`config.mk`:
```
export PLATFORM = sky130hd
export DESIGN_NAME = joint_pd_servo_with_limits_unit
export DESIGN_NICKNAME = d
export VERILOG_FILES = /design/src/rtl/core/jps_pkg.sv /design/src/rtl/core/jps_ram.sv /design/src/rtl/core/jps_store.sv /design/src/rtl/core/jps_law.sv /design/src/rtl/core/joint_pd_servo_with_limits_unit.sv
export SDC_FILE = /design/constraint.sdc
export NUM_CORES = 2
export LEC_CHECK = 0
export ABC_AREA = 1
export BUFFER_PORTS_ARGS = -buffer_cell sky130_fd_sc_hd__buf_2
export CAP_MARGIN = 30
export CORE_ASPECT_RATIO = 0.7
export CORE_UTILIZATION = 55
export DETAILED_ROUTE_END_ITERATION = 8
export PLACE_DENSITY = 0.78
export SYNTH_ARGS = -nofsm -noshare
export SYNTH_HDL_FRONTEND = slang
export SYNTH_SLANG_ARGS = --single-unit
```
`constraint.sdc`:
```
create_clock -name i_clk -period 18.1 [get_ports i_clk]
set_input_delay 3.62 -clock i_clk [delete_from_list [all_inputs] [get_ports i_clk]]
set_output_delay 3.62 -clock i_clk [all_outputs]
set_load 0.01 [all_outputs]
```
`src/rtl/core/jps_pkg.sv`:
```
// Shared types, constants and gain tables of the joint PD servo unit.
// No dependencies; used by every module of the block except jps_ram.
`default_nettype none

package jps_pkg;

    localparam int JOINTS   = 17;
    localparam int JOINT_W  = 5;
    localparam int ANGLE_W  = 16;
    localparam int ERR_W    = 17;
    localparam int LIM_W    = 2 * ANGLE_W;
    localparam int RAM_AW   = (JOINTS > 1) ? $clog2(JOINTS) : 1;

    localparam logic KIND_CTRL = 1'b0;
    localparam logic KIND_LOAD = 1'b1;

    typedef logic        [JOINT_W-1:0] t_joint;
    typedef logic signed [ANGLE_W-1:0] t_angle;
    typedef logic signed [ERR_W-1:0]   t_err;
    typedef logic signed [ERR_W:0]     t_diff;
    typedef logic signed [13:0]        t_kp;
    typedef logic signed [18:0]        t_kdr;
    typedef logic signed [30:0]        t_pkp;
    typedef logic signed [36:0]        t_pkd;
    typedef logic signed [37:0]        t_sum;
    typedef logic signed [25:0]        t_quot;
    typedef logic signed [15:0]        t_accel;

    localparam t_angle ANGLE_MIN = 16'sh8000;
    localparam t_angle ANGLE_MAX = 16'sh7FFF;
    localparam t_accel ACC_MAX   = 16'sd1280;
    localparam t_sum   ROUND_HALF = 38'sd2048;
    localparam int     FRAC_SHIFT = 12;

    typedef struct packed {
        t_joint joint;
        t_err   err;
        t_err   prev;
    } t_s1_item;

    function automatic t_kp kp_q8(input t_joint j);
        t_kp k;
        case (j)
            5'd5, 5'd12: k = 14'sd7168;
            5'd6, 5'd13: k = 14'sd512;
            default:     k = 14'sd768;
        endcase
        return k;
    endfunction

    function automatic t_kdr kdr_q8(input t_joint j);
        t_kdr k;
        case (j)
            5'd0, 5'd1, 5'd2, 5'd10:          k = 19'sd38400;
            5'd3:                             k = 19'sd42240;
            5'd4, 5'd12:                      k = 19'sd140800;
            5'd5, 5'd13:                      k = 19'sd24320;
            5'd6:                             k = 19'sd57600;
            5'd7, 5'd8, 5'd9:                 k = 19'sd1280;
            5'd14, 5'd15, 5'd16:              k = 19'sd1280;
            5'd11:                            k = 19'sd37120;
            default:                          k = 19'sd0;
        endcase
        return k;
    endfunction

    function automatic t_accel acc_min(input t_joint j);
        t_accel a;
        case (j)
            5'd7, 5'd8, 5'd9, 5'd14, 5'd15, 5'd16: a = -16'sd5120;
            default:                               a = -16'sd1280;
        endcase
        return a;
    endfunction

endpackage

`default_nettype wire

```
`src/rtl/core/jps_ram.sv`:
```
// Generic simple dual-port RAM with one write port and a registered read port.
// No dependencies.
`default_nettype none

module jps_ram #(
    parameter int WIDTH = 16,
    parameter int DEPTH = 17
) (
    input  wire logic                             i_clk,
    input  wire logic                             i_we,
    input  wire logic [$clog2(DEPTH)-1:0]         i_waddr,
    input  wire logic [WIDTH-1:0]                 i_wdata,
    input  wire logic                             i_re,
    input  wire logic [$clog2(DEPTH)-1:0]         i_raddr,
    output logic      [WIDTH-1:0]                 o_rdata
);

    logic [WIDTH-1:0] r_mem [DEPTH];

    always_ff @(posedge i_clk) begin
        if (i_we) begin
            r_mem[i_waddr] <= i_wdata;
        end
        if (i_re) begin
            o_rdata <= r_mem[i_raddr];
        end
    end

endmodule

`default_nettype wire

```
`src/rtl/core/jps_store.sv`:
```
// Per-joint state: limit and error memories, valid bits, error forwarding,
// and the clamp/error stage. Depends on jps_pkg and jps_ram.
`default_nettype none

module jps_store (
    input  wire logic              i_clk,
    input  wire logic              i_rst_n,
    input  wire logic              i_in_valid,
    output logic                   o_in_ready,
    input  wire logic              i_kind,
    input  wire jps_pkg::t_joint   i_joint,
    input  wire jps_pkg::t_angle   i_desired_angle,
    input  wire jps_pkg::t_angle   i_measured_angle,
    input  wire jps_pkg::t_angle   i_limit_lower,
    input  wire jps_pkg::t_angle   i_limit_upper,
    input  wire logic              i_s2_ready,
    output logic                   o_s1_valid,
    output jps_pkg::t_s1_item      o_s1
);

    logic                        w_acc;
    logic                        w_in_range;
    logic                        w_ctl_acc;
    logic                        w_ld_acc;
    logic                        w_s1_adv;
    logic [jps_pkg::LIM_W-1:0]   w_lim_rd;
    logic [jps_pkg::ERR_W-1:0]   w_err_rd;
    jps_pkg::t_angle             w_lo;
    jps_pkg::t_angle             w_up;
    jps_pkg::t_angle             w_des;
    jps_pkg::t_err               w_err;
    jps_pkg::t_err               w_prev;

    logic                        r_s1_v;
    jps_pkg::t_joint             r_s1_joint;
    jps_pkg::t_angle             r_s1_des;
    jps_pkg::t_angle             r_s1_meas;
    logic                        r_s1_lv;
    logic                        r_s1_ev;
    logic                        r_s1_fwd;
    jps_pkg::t_err               r_fwd_err;
    logic [jps_pkg::JOINTS-1:0]  r_err_vld;
    logic [jps_pkg::JOINTS-1:0]  r_lim_vld;

    assign o_in_ready = !r_s1_v || i_s2_ready;
    assign w_acc      = i_in_valid && o_in_ready;
    assign w_in_range = i_joint < jps_pkg::JOINT_W'(jps_pkg::JOINTS);
    assign w_ctl_acc  = w_acc && w_in_range && (i_kind == jps_pkg::KIND_CTRL);
    assign w_ld_acc   = w_acc && w_in_range && (i_kind == jps_pkg::KIND_LOAD);
    assign w_s1_adv   = r_s1_v && i_s2_ready;

    jps_ram #(
        .WIDTH (jps_pkg::LIM_W),
        .DEPTH (jps_pkg::JOINTS)
    ) u_lim_ram (
        .i_clk   (i_clk),
        .i_we    (w_ld_acc),
        .i_waddr (i_joint[jps_pkg::RAM_AW-1:0]),
        .i_wdata ({i_limit_lower, i_limit_upper}),
        .i_re    (w_ctl_acc),
        .i_raddr (i_joint[jps_pkg::RAM_AW-1:0]),
        .o_rdata (w_lim_rd)
    );

    jps_ram #(
        .WIDTH (jps_pkg::ERR_W),
        .DEPTH (jps_pkg::JOINTS)
    ) u_err_ram (
        .i_clk   (i_clk),
        .i_we    (w_s1_adv),
        .i_waddr (r_s1_joint[jps_pkg::RAM_AW-1:0]),
        .i_wdata (w_err),
        .i_re    (w_ctl_acc),
        .i_raddr (i_joint[jps_pkg::RAM_AW-1:0]),
        .o_rdata (w_err_rd)
    );

    always_comb begin
        w_lo = r_s1_lv ? signed'(w_lim_rd[2*jps_pkg::ANGLE_W-1:jps_pkg::ANGLE_W])
                       : jps_pkg::ANGLE_MIN;
        w_up = r_s1_lv ? signed'(w_lim_rd[jps_pkg::ANGLE_W-1:0]) : jps_pkg::ANGLE_MAX;
        w_des = r_s1_des;
        if (w_des < w_lo) begin
            w_des = w_lo;
        end
        if (w_des > w_up) begin
            w_des = w_up;
        end
        w_err = jps_pkg::t_err'(w_des) - jps_pkg::t_err'(r_s1_meas);
        if (r_s1_fwd) begin
            w_prev = r_fwd_err;
        end else if (r_s1_ev) begin
            w_prev = signed'(w_err_rd);
        end else begin
            w_prev = '0;
        end
    end

    always_ff @(posedge i_clk) begin
        if (!i_rst_n) begin
            r_s1_v    <= 1'b0;
            r_err_vld <= '0;
            r_lim_vld <= '0;
        end else begin
            if (o_in_ready) begin
                r_s1_v <= w_ctl_acc;
            end
            if (w_s1_adv) begin
                r_err_vld[r_s1_joint] <= 1'b1;
            end
            if (w_ld_acc) begin
                r_lim_vld[i_joint] <= 1'b1;
            end
        end
    end

    always_ff @(posedge i_clk) begin
        if (w_ctl_acc) begin
            r_s1_joint <= i_joint;
            r_s1_des   <= i_desired_angle;
            r_s1_meas  <= i_measured_angle;
            r_s1_lv    <= r_lim_vld[i_joint];
            r_s1_ev    <= r_err_vld[i_joint];
            r_s1_fwd   <= w_s1_adv && (r_s1_joint == i_joint);
        end
        if (w_s1_adv) begin
            r_fwd_err <= w_err;
        end
    end

    assign o_s1_valid  = r_s1_v;
    assign o_s1.joint  = r_s1_joint;
    assign o_s1.err    = w_err;
    assign o_s1.prev   = w_prev;

endmodule

`default_nettype wire

```
`src/rtl/core/jps_law.sv`:
```
// PD control law: gain products, rounding to Q8.8 and acceleration clamp,
// ending in the output register. Depends on jps_pkg.
`default_nettype none

module jps_law (
    input  wire logic               i_clk,
    input  wire logic               i_rst_n,
    input  wire logic               i_s1_valid,
    input  wire jps_pkg::t_s1_item  i_s1,
    output logic                    o_s2_ready,
    output logic                    o_out_valid,
    input  wire logic               i_out_ready,
    output jps_pkg::t_joint         o_joint_out,
    output jps_pkg::t_accel         o_acceleration
);

    logic               w_s3_ready;
    jps_pkg::t_diff     n_diff;
    jps_pkg::t_pkp      n_p_kp;
    jps_pkg::t_pkd      n_p_kd;
    jps_pkg::t_sum      n_sum;
    jps_pkg::t_quot     n_q;
    jps_pkg::t_accel    n_acc;
    jps_pkg::t_accel    w_min;

    logic               r_s2_v;
    jps_pkg::t_joint    r_s2_joint;
    jps_pkg::t_pkp      r_p_kp;
    jps_pkg::t_pkd      r_p_kd;
    logic               r_s3_v;
    jps_pkg::t_joint    r_s3_joint;
    jps_pkg::t_accel    r_s3_acc;

    assign w_s3_ready = !r_s3_v || i_out_ready;
    assign o_s2_ready = !r_s2_v || w_s3_ready;

    always_comb begin
        n_diff = jps_pkg::t_diff'(i_s1.err) - jps_pkg::t_diff'(i_s1.prev);
        n_p_kp = jps_pkg::t_pkp'(jps_pkg::kp_q8(i_s1.joint)) * jps_pkg::t_pkp'(i_s1.err);
        n_p_kd = jps_pkg::t_pkd'(jps_pkg::kdr_q8(i_s1.joint)) * jps_pkg::t_pkd'(n_diff);
    end

    always_comb begin
        w_min = jps_pkg::acc_min(r_s2_joint);
        n_sum = jps_pkg::t_sum'(r_p_kp) + jps_pkg::t_sum'(r_p_kd) + jps_pkg::ROUND_HALF;
        n_q   = jps_pkg::t_quot'(n_sum >>> jps_pkg::FRAC_SHIFT);
        if (n_q > jps_pkg::t_quot'(jps_pkg::ACC_MAX)) begin
            n_acc = jps_pkg::ACC_MAX;
        end else if (n_q < jps_pkg::t_quot'(w_min)) begin
            n_acc = w_min;
        end else begin
            n_acc = jps_pkg::t_accel'(n_q);
        end
    end

    always_ff @(posedge i_clk) begin
        if (!i_rst_n) begin
            r_s2_v <= 1'b0;
            r_s3_v <= 1'b0;
        end else begin
            if (o_s2_ready) begin
                r_s2_v <= i_s1_valid;
            end
            if (w_s3_ready) begin
                r_s3_v <= r_s2_v;
            end
        end
    end

    always_ff @(posedge i_clk) begin
        if (o_s2_ready && i_s1_valid) begin
            r_s2_joint <= i_s1.joint;
            r_p_kp     <= n_p_kp;
            r_p_kd     <= n_p_kd;
        end
        if (w_s3_ready && r_s2_v) begin
            r_s3_joint <= r_s2_joint;
            r_s3_acc   <= n_acc;
        end
    end

    assign o_out_valid    = r_s3_v;
    assign o_joint_out    = r_s3_joint;
    assign o_acceleration = r_s3_acc;

endmodule

`default_nettype wire

```
`src/rtl/core/joint_pd_servo_with_limits_unit.sv`:
```
// Top level of the per-joint PD servo with position and acceleration limits.
// Depends on jps_pkg, jps_store and jps_law.
//
//  channel | valid        | ready        | payload
//  --------+--------------+--------------+------------------------------------------
//  in      | i_in_valid   | o_in_ready   | i_kind, i_joint, i_desired_angle,
//          |              |              | i_measured_angle, i_limit_lower, i_limit_upper
//  out     | o_out_valid  | i_out_ready  | o_joint_out, o_acceleration
//
// One item per cycle while the output is not stalled; an accepted control item passes through the registered steps
// memory read, then clamp, error and gain multiply, then round and clamp.
// The error write-back of one item forwards to the next item of the same joint.
// Load items and items for a joint out of range are accepted but give no result.
// Reset marks all per-joint entries unwritten (valid bits); no clearing pass.
// A stalled output holds the last stage; earlier stages keep filling bubbles.
`default_nettype none

module joint_pd_servo_with_limits_unit (
    input  wire logic              i_clk,
    input  wire logic              i_rst_n,
    input  wire logic              i_in_valid,
    output logic                   o_in_ready,
    input  wire logic              i_kind,
    input  wire jps_pkg::t_joint   i_joint,
    input  wire jps_pkg::t_angle   i_desired_angle,
    input  wire jps_pkg::t_angle   i_measured_angle,
    input  wire jps_pkg::t_angle   i_limit_lower,
    input  wire jps_pkg::t_angle   i_limit_upper,
    output logic                   o_out_valid,
    input  wire logic              i_out_ready,
    output jps_pkg::t_joint        o_joint_out,
    output jps_pkg::t_accel        o_acceleration
);

    logic               w_s1_valid;
    logic               w_s2_ready;
    jps_pkg::t_s1_item  w_s1;

    jps_store u_store (
        .i_clk            (i_clk),
        .i_rst_n          (i_rst_n),
        .i_in_valid       (i_in_valid),
        .o_in_ready       (o_in_ready),
        .i_kind           (i_kind),
        .i_joint          (i_joint),
        .i_desired_angle  (i_desired_angle),
        .i_measured_angle (i_measured_angle),
        .i_limit_lower    (i_limit_lower),
        .i_limit_upper    (i_limit_upper),
        .i_s2_ready       (w_s2_ready),
        .o_s1_valid       (w_s1_valid),
        .o_s1             (w_s1)
    );

    jps_law u_law (
        .i_clk          (i_clk),
        .i_rst_n        (i_rst_n),
        .i_s1_valid     (w_s1_valid),
        .i_s1           (w_s1),
        .o_s2_ready     (w_s2_ready),
        .o_out_valid    (o_out_valid),
        .i_out_ready    (i_out_ready),
        .o_joint_out    (o_joint_out),
        .o_acceleration (o_acceleration)
    );

endmodule

`default_nettype wire

```
==> flow_summary.toml <==
[sta]
rsz0062_at_grt = "false"
relSlewSlack = 0.283
fin_tns_setup_ns = 0
period_share = 0.802
finalCriticalPeriod_ns = 14.52
fmax_mhz = 68.9
slew_viol_final = 0
finalHoldViolations = 0
fin_worst_skew_ns = 0.0410
setup_viol = 0
worst_pin_slew_ns = 1.08

[setup_path]
critical_path.max_fanout = 29
crit_type = "flip-flop to flip-flop"
worst_ep_required_time_ns = 18.51
r2r_cells = 62
critPathSlowestCell = "edfxtp_1"
crit_path_end_kind = "flip-flop"
cpPeakStageDelay_ns = 0.81
rrSetupSlack_ns = 3.58
crit-reg2reg-capture = "u_law.r_p_kd[34]"
worstPathArrival_ns = 14.93
crit_top_cell = "nand2_1"
start_kind = "flip-flop"
r2r_start = "u_store.r_s1_lv"

[yosys]
yosysWarnings = 0
ys_types = 58
synth.top_cells.by_count = "1017 x edfxtp_1, 641 x nand2_1, 469 x inv_1, 413 x a22oi_1"
synthFlopType = "edfxtp_1"
syn_avg_cell_area_um2 = 12.0
synth.most_common_cell = "edfxtp_1"
synth_area_leaders = "edfxtp_1 57%, ha_1 8.1%, fa_1 6.4%"
netlist_area_mm2 = 0.0535
synth_top_area_frac = 0.571
synth_seq_cells = 1063
async_flop_share = 0
synthCells = 4454
synth_edf_count = 1017
yosysTopAreaCell = "edfxtp_1"
syn_nets = 5043
ys_seq_area_frac = 0.588

[detailed_routing]
drc = 0
drt_iter0_markers = 5110
ant_nets = 0
viasPerCell = 6.10
vias = 36000
wl_per_cell_um = 23.6
drt_first_pass_iters = 8
drt-total-wl_um = 139000

[placed_design]
place_hpwl_um = 88800
place_congestion = 0.953
portBuffers = 96

[grt]
overflow = 0
grt_max_degree = 166
grt_pass1_wl_um = 211000
grt_pass1_vias = 35300
grt_usage = 0.283
antenna_found_initial = 7

[clock_tree]
cts_buffers = 96
cts_tree = "done"
postCtsSetupRepairBufs = 0
cts_hold_buf = 0
clk_pin_slew_ns = 0.06
cts.sinks = 1063
clkLatencyLatePin_ns = 0.70
clock-root-buffer = "clkbuf_16"
cts_resized = 0
clockBufferDepth = 3
htree_num_levels = 3

[finish]
area_delta_synth_final_pct = 10.2
nets = 5153
layout-drive-gt1-share = 0.0978

[floorplanning]
dieArea_mm2 = 0.0985
row_count = 95
die_w_um = 375
pin_count = 97
core_area_mm2 = 0.0962
die_h_um = 263
start_util = 0.556

[worst_hold_path]
min_to = "u_store.r_lim_vld[8]"
hold_class = "flip-flop to flip-flop"
hold_path_depth = 1
hold_start = "u_store.r_lim_vld[8]"

[pwr]
ir_drop_uv = 382
p_leak_nw = 23.3
powerDensity_mw_per_mm2 = 178
finalPower_mw = 10.5

[run_status]
status = "finished clean"

[flow_run]
drv_cap = 0
## how the worst max path moves through the flow
stage	from	endpoint	slack (ns)	depth (start not counted)
2_1_floorplan	u_store.r_s1_lv	u_law.r_p_kd[34]	6.70	63
3_3_place_gp	u_store.r_s1_lv	u_law.r_p_kd[35]	4.23	62
3_5_place_dp	u_store.r_s1_lv	u_law.r_p_kd[34]	3.89	62
4_1_cts	u_store.r_s1_lv	u_law.r_p_kd[34]	3.85	62
5_1_grt	u_store.r_s1_lv	u_law.r_p_kd[34]	2.43	61
6_report	u_store.r_s1_lv	u_law.r_p_kd[34]	3.58	62
## critical path, delay by kind of cell, from the launching register on
kind                     cells  cell delay [ns]
buffers and inverters       13             2.28
XOR/XNOR                     3             1.03
adder cells (fa/ha/maj)     12             5.25
flip-flops                   1             0.81
AO/OA/AOI/OAI                7             1.39
AND/OR/NAND/NOR             27             3.41
## layout by cell type (no fill, tap or decap), types with 29 or more instances in the layout
cell type,n
edfxtp_1,1017
nand2_1,640
inv_1,468
a22oi_1,413
ha_1,344
nor2_1,316
a21oi_1,264
fa_1,171
nand3_1,159
clkbuf_16,98
buf_2,96
nor3_1,66
buf_4,55
o21ai_0,51
dfxtp_1,46
xor2_1,45
nor2_2,29
## report_power, final
part / leakage, nW / internal, mW / switching, mW
clock network: 1.55 / 1.17 / 0.910
logic: 12.1 / 1.90 / 3.46
registers: 9.56 / 3.03 / 0.0421
## cells by family after synthesis
kind of cell	synth area share
AND/OR/NAND/NOR	0.108
flip-flops	0.588
AO/OA/AOI/OAI	0.101
buffers and inverters	0.0454
adder cells (fa/ha/maj)	0.145
XOR/XNOR	0.0126
## through the flow
step	cell area (µm²)	hold slack [ns]	setup slack [ns]	util	cells
global route	58900	0.486	2.43	0.613	5903
detailed placement	55700	0.453	3.89	0.579	5727
global placement	55600	0.447	4.23	0.578	5722
finish	58900	0.463	3.58	0.613	5903
floorplan	53500	0.440	6.70	-	4454
CTS	58900	0.468	3.85	0.613	5901
## routing by layer
| metal | global-route usage | routed length, µm | part of all wire |
|---|---|---|---|
| met1 | 0.442 | 59400 | 0.43 |
| met2 | 0.402 | 58800 | 0.42 |
| met4 | 0.0590 | 2440 | 0.017 |
| met5 | 0 | 20 | 0.00014 |
| met3 | 0.0658 | 18800 | 0.13 |
## layout make-up
class	count	area [µm²]
Multi-Input combinational cell	2752	19800
Antenna cell	2	5.00
Inverter	494	1870
Clock buffer	119	2550
Fill cell	7214	37200
Sequential cell	1063	31500
Tap cell	1261	1580
Timing Repair Buffer	157	1040
Clock inverter	55	638
## sequential cells by signal (all words and copies together), names as in the netlist, 5 cells and up, named ones only
signal and count:
u_store.r_s1_joint 5, u_store.u_err_ram.o_rdata 17, u_store.u_lim_ram.r_mem 544, u_law.o_acceleration 16, u_law.r_p_kd 29, u_law.r_s2_joint 5
u_store.r_s1_meas 16, u_store.u_err_ram.r_mem 289, u_law.r_p_kp 23, u_law.o_joint_out 5, u_store.r_fwd_err 17, u_store.r_lim_vld 17
u_store.r_s1_des 16, u_store.r_err_vld 17, u_store.u_lim_ram.o_rdata 32
Note: power is estimated with default switching activity, not from simulation.
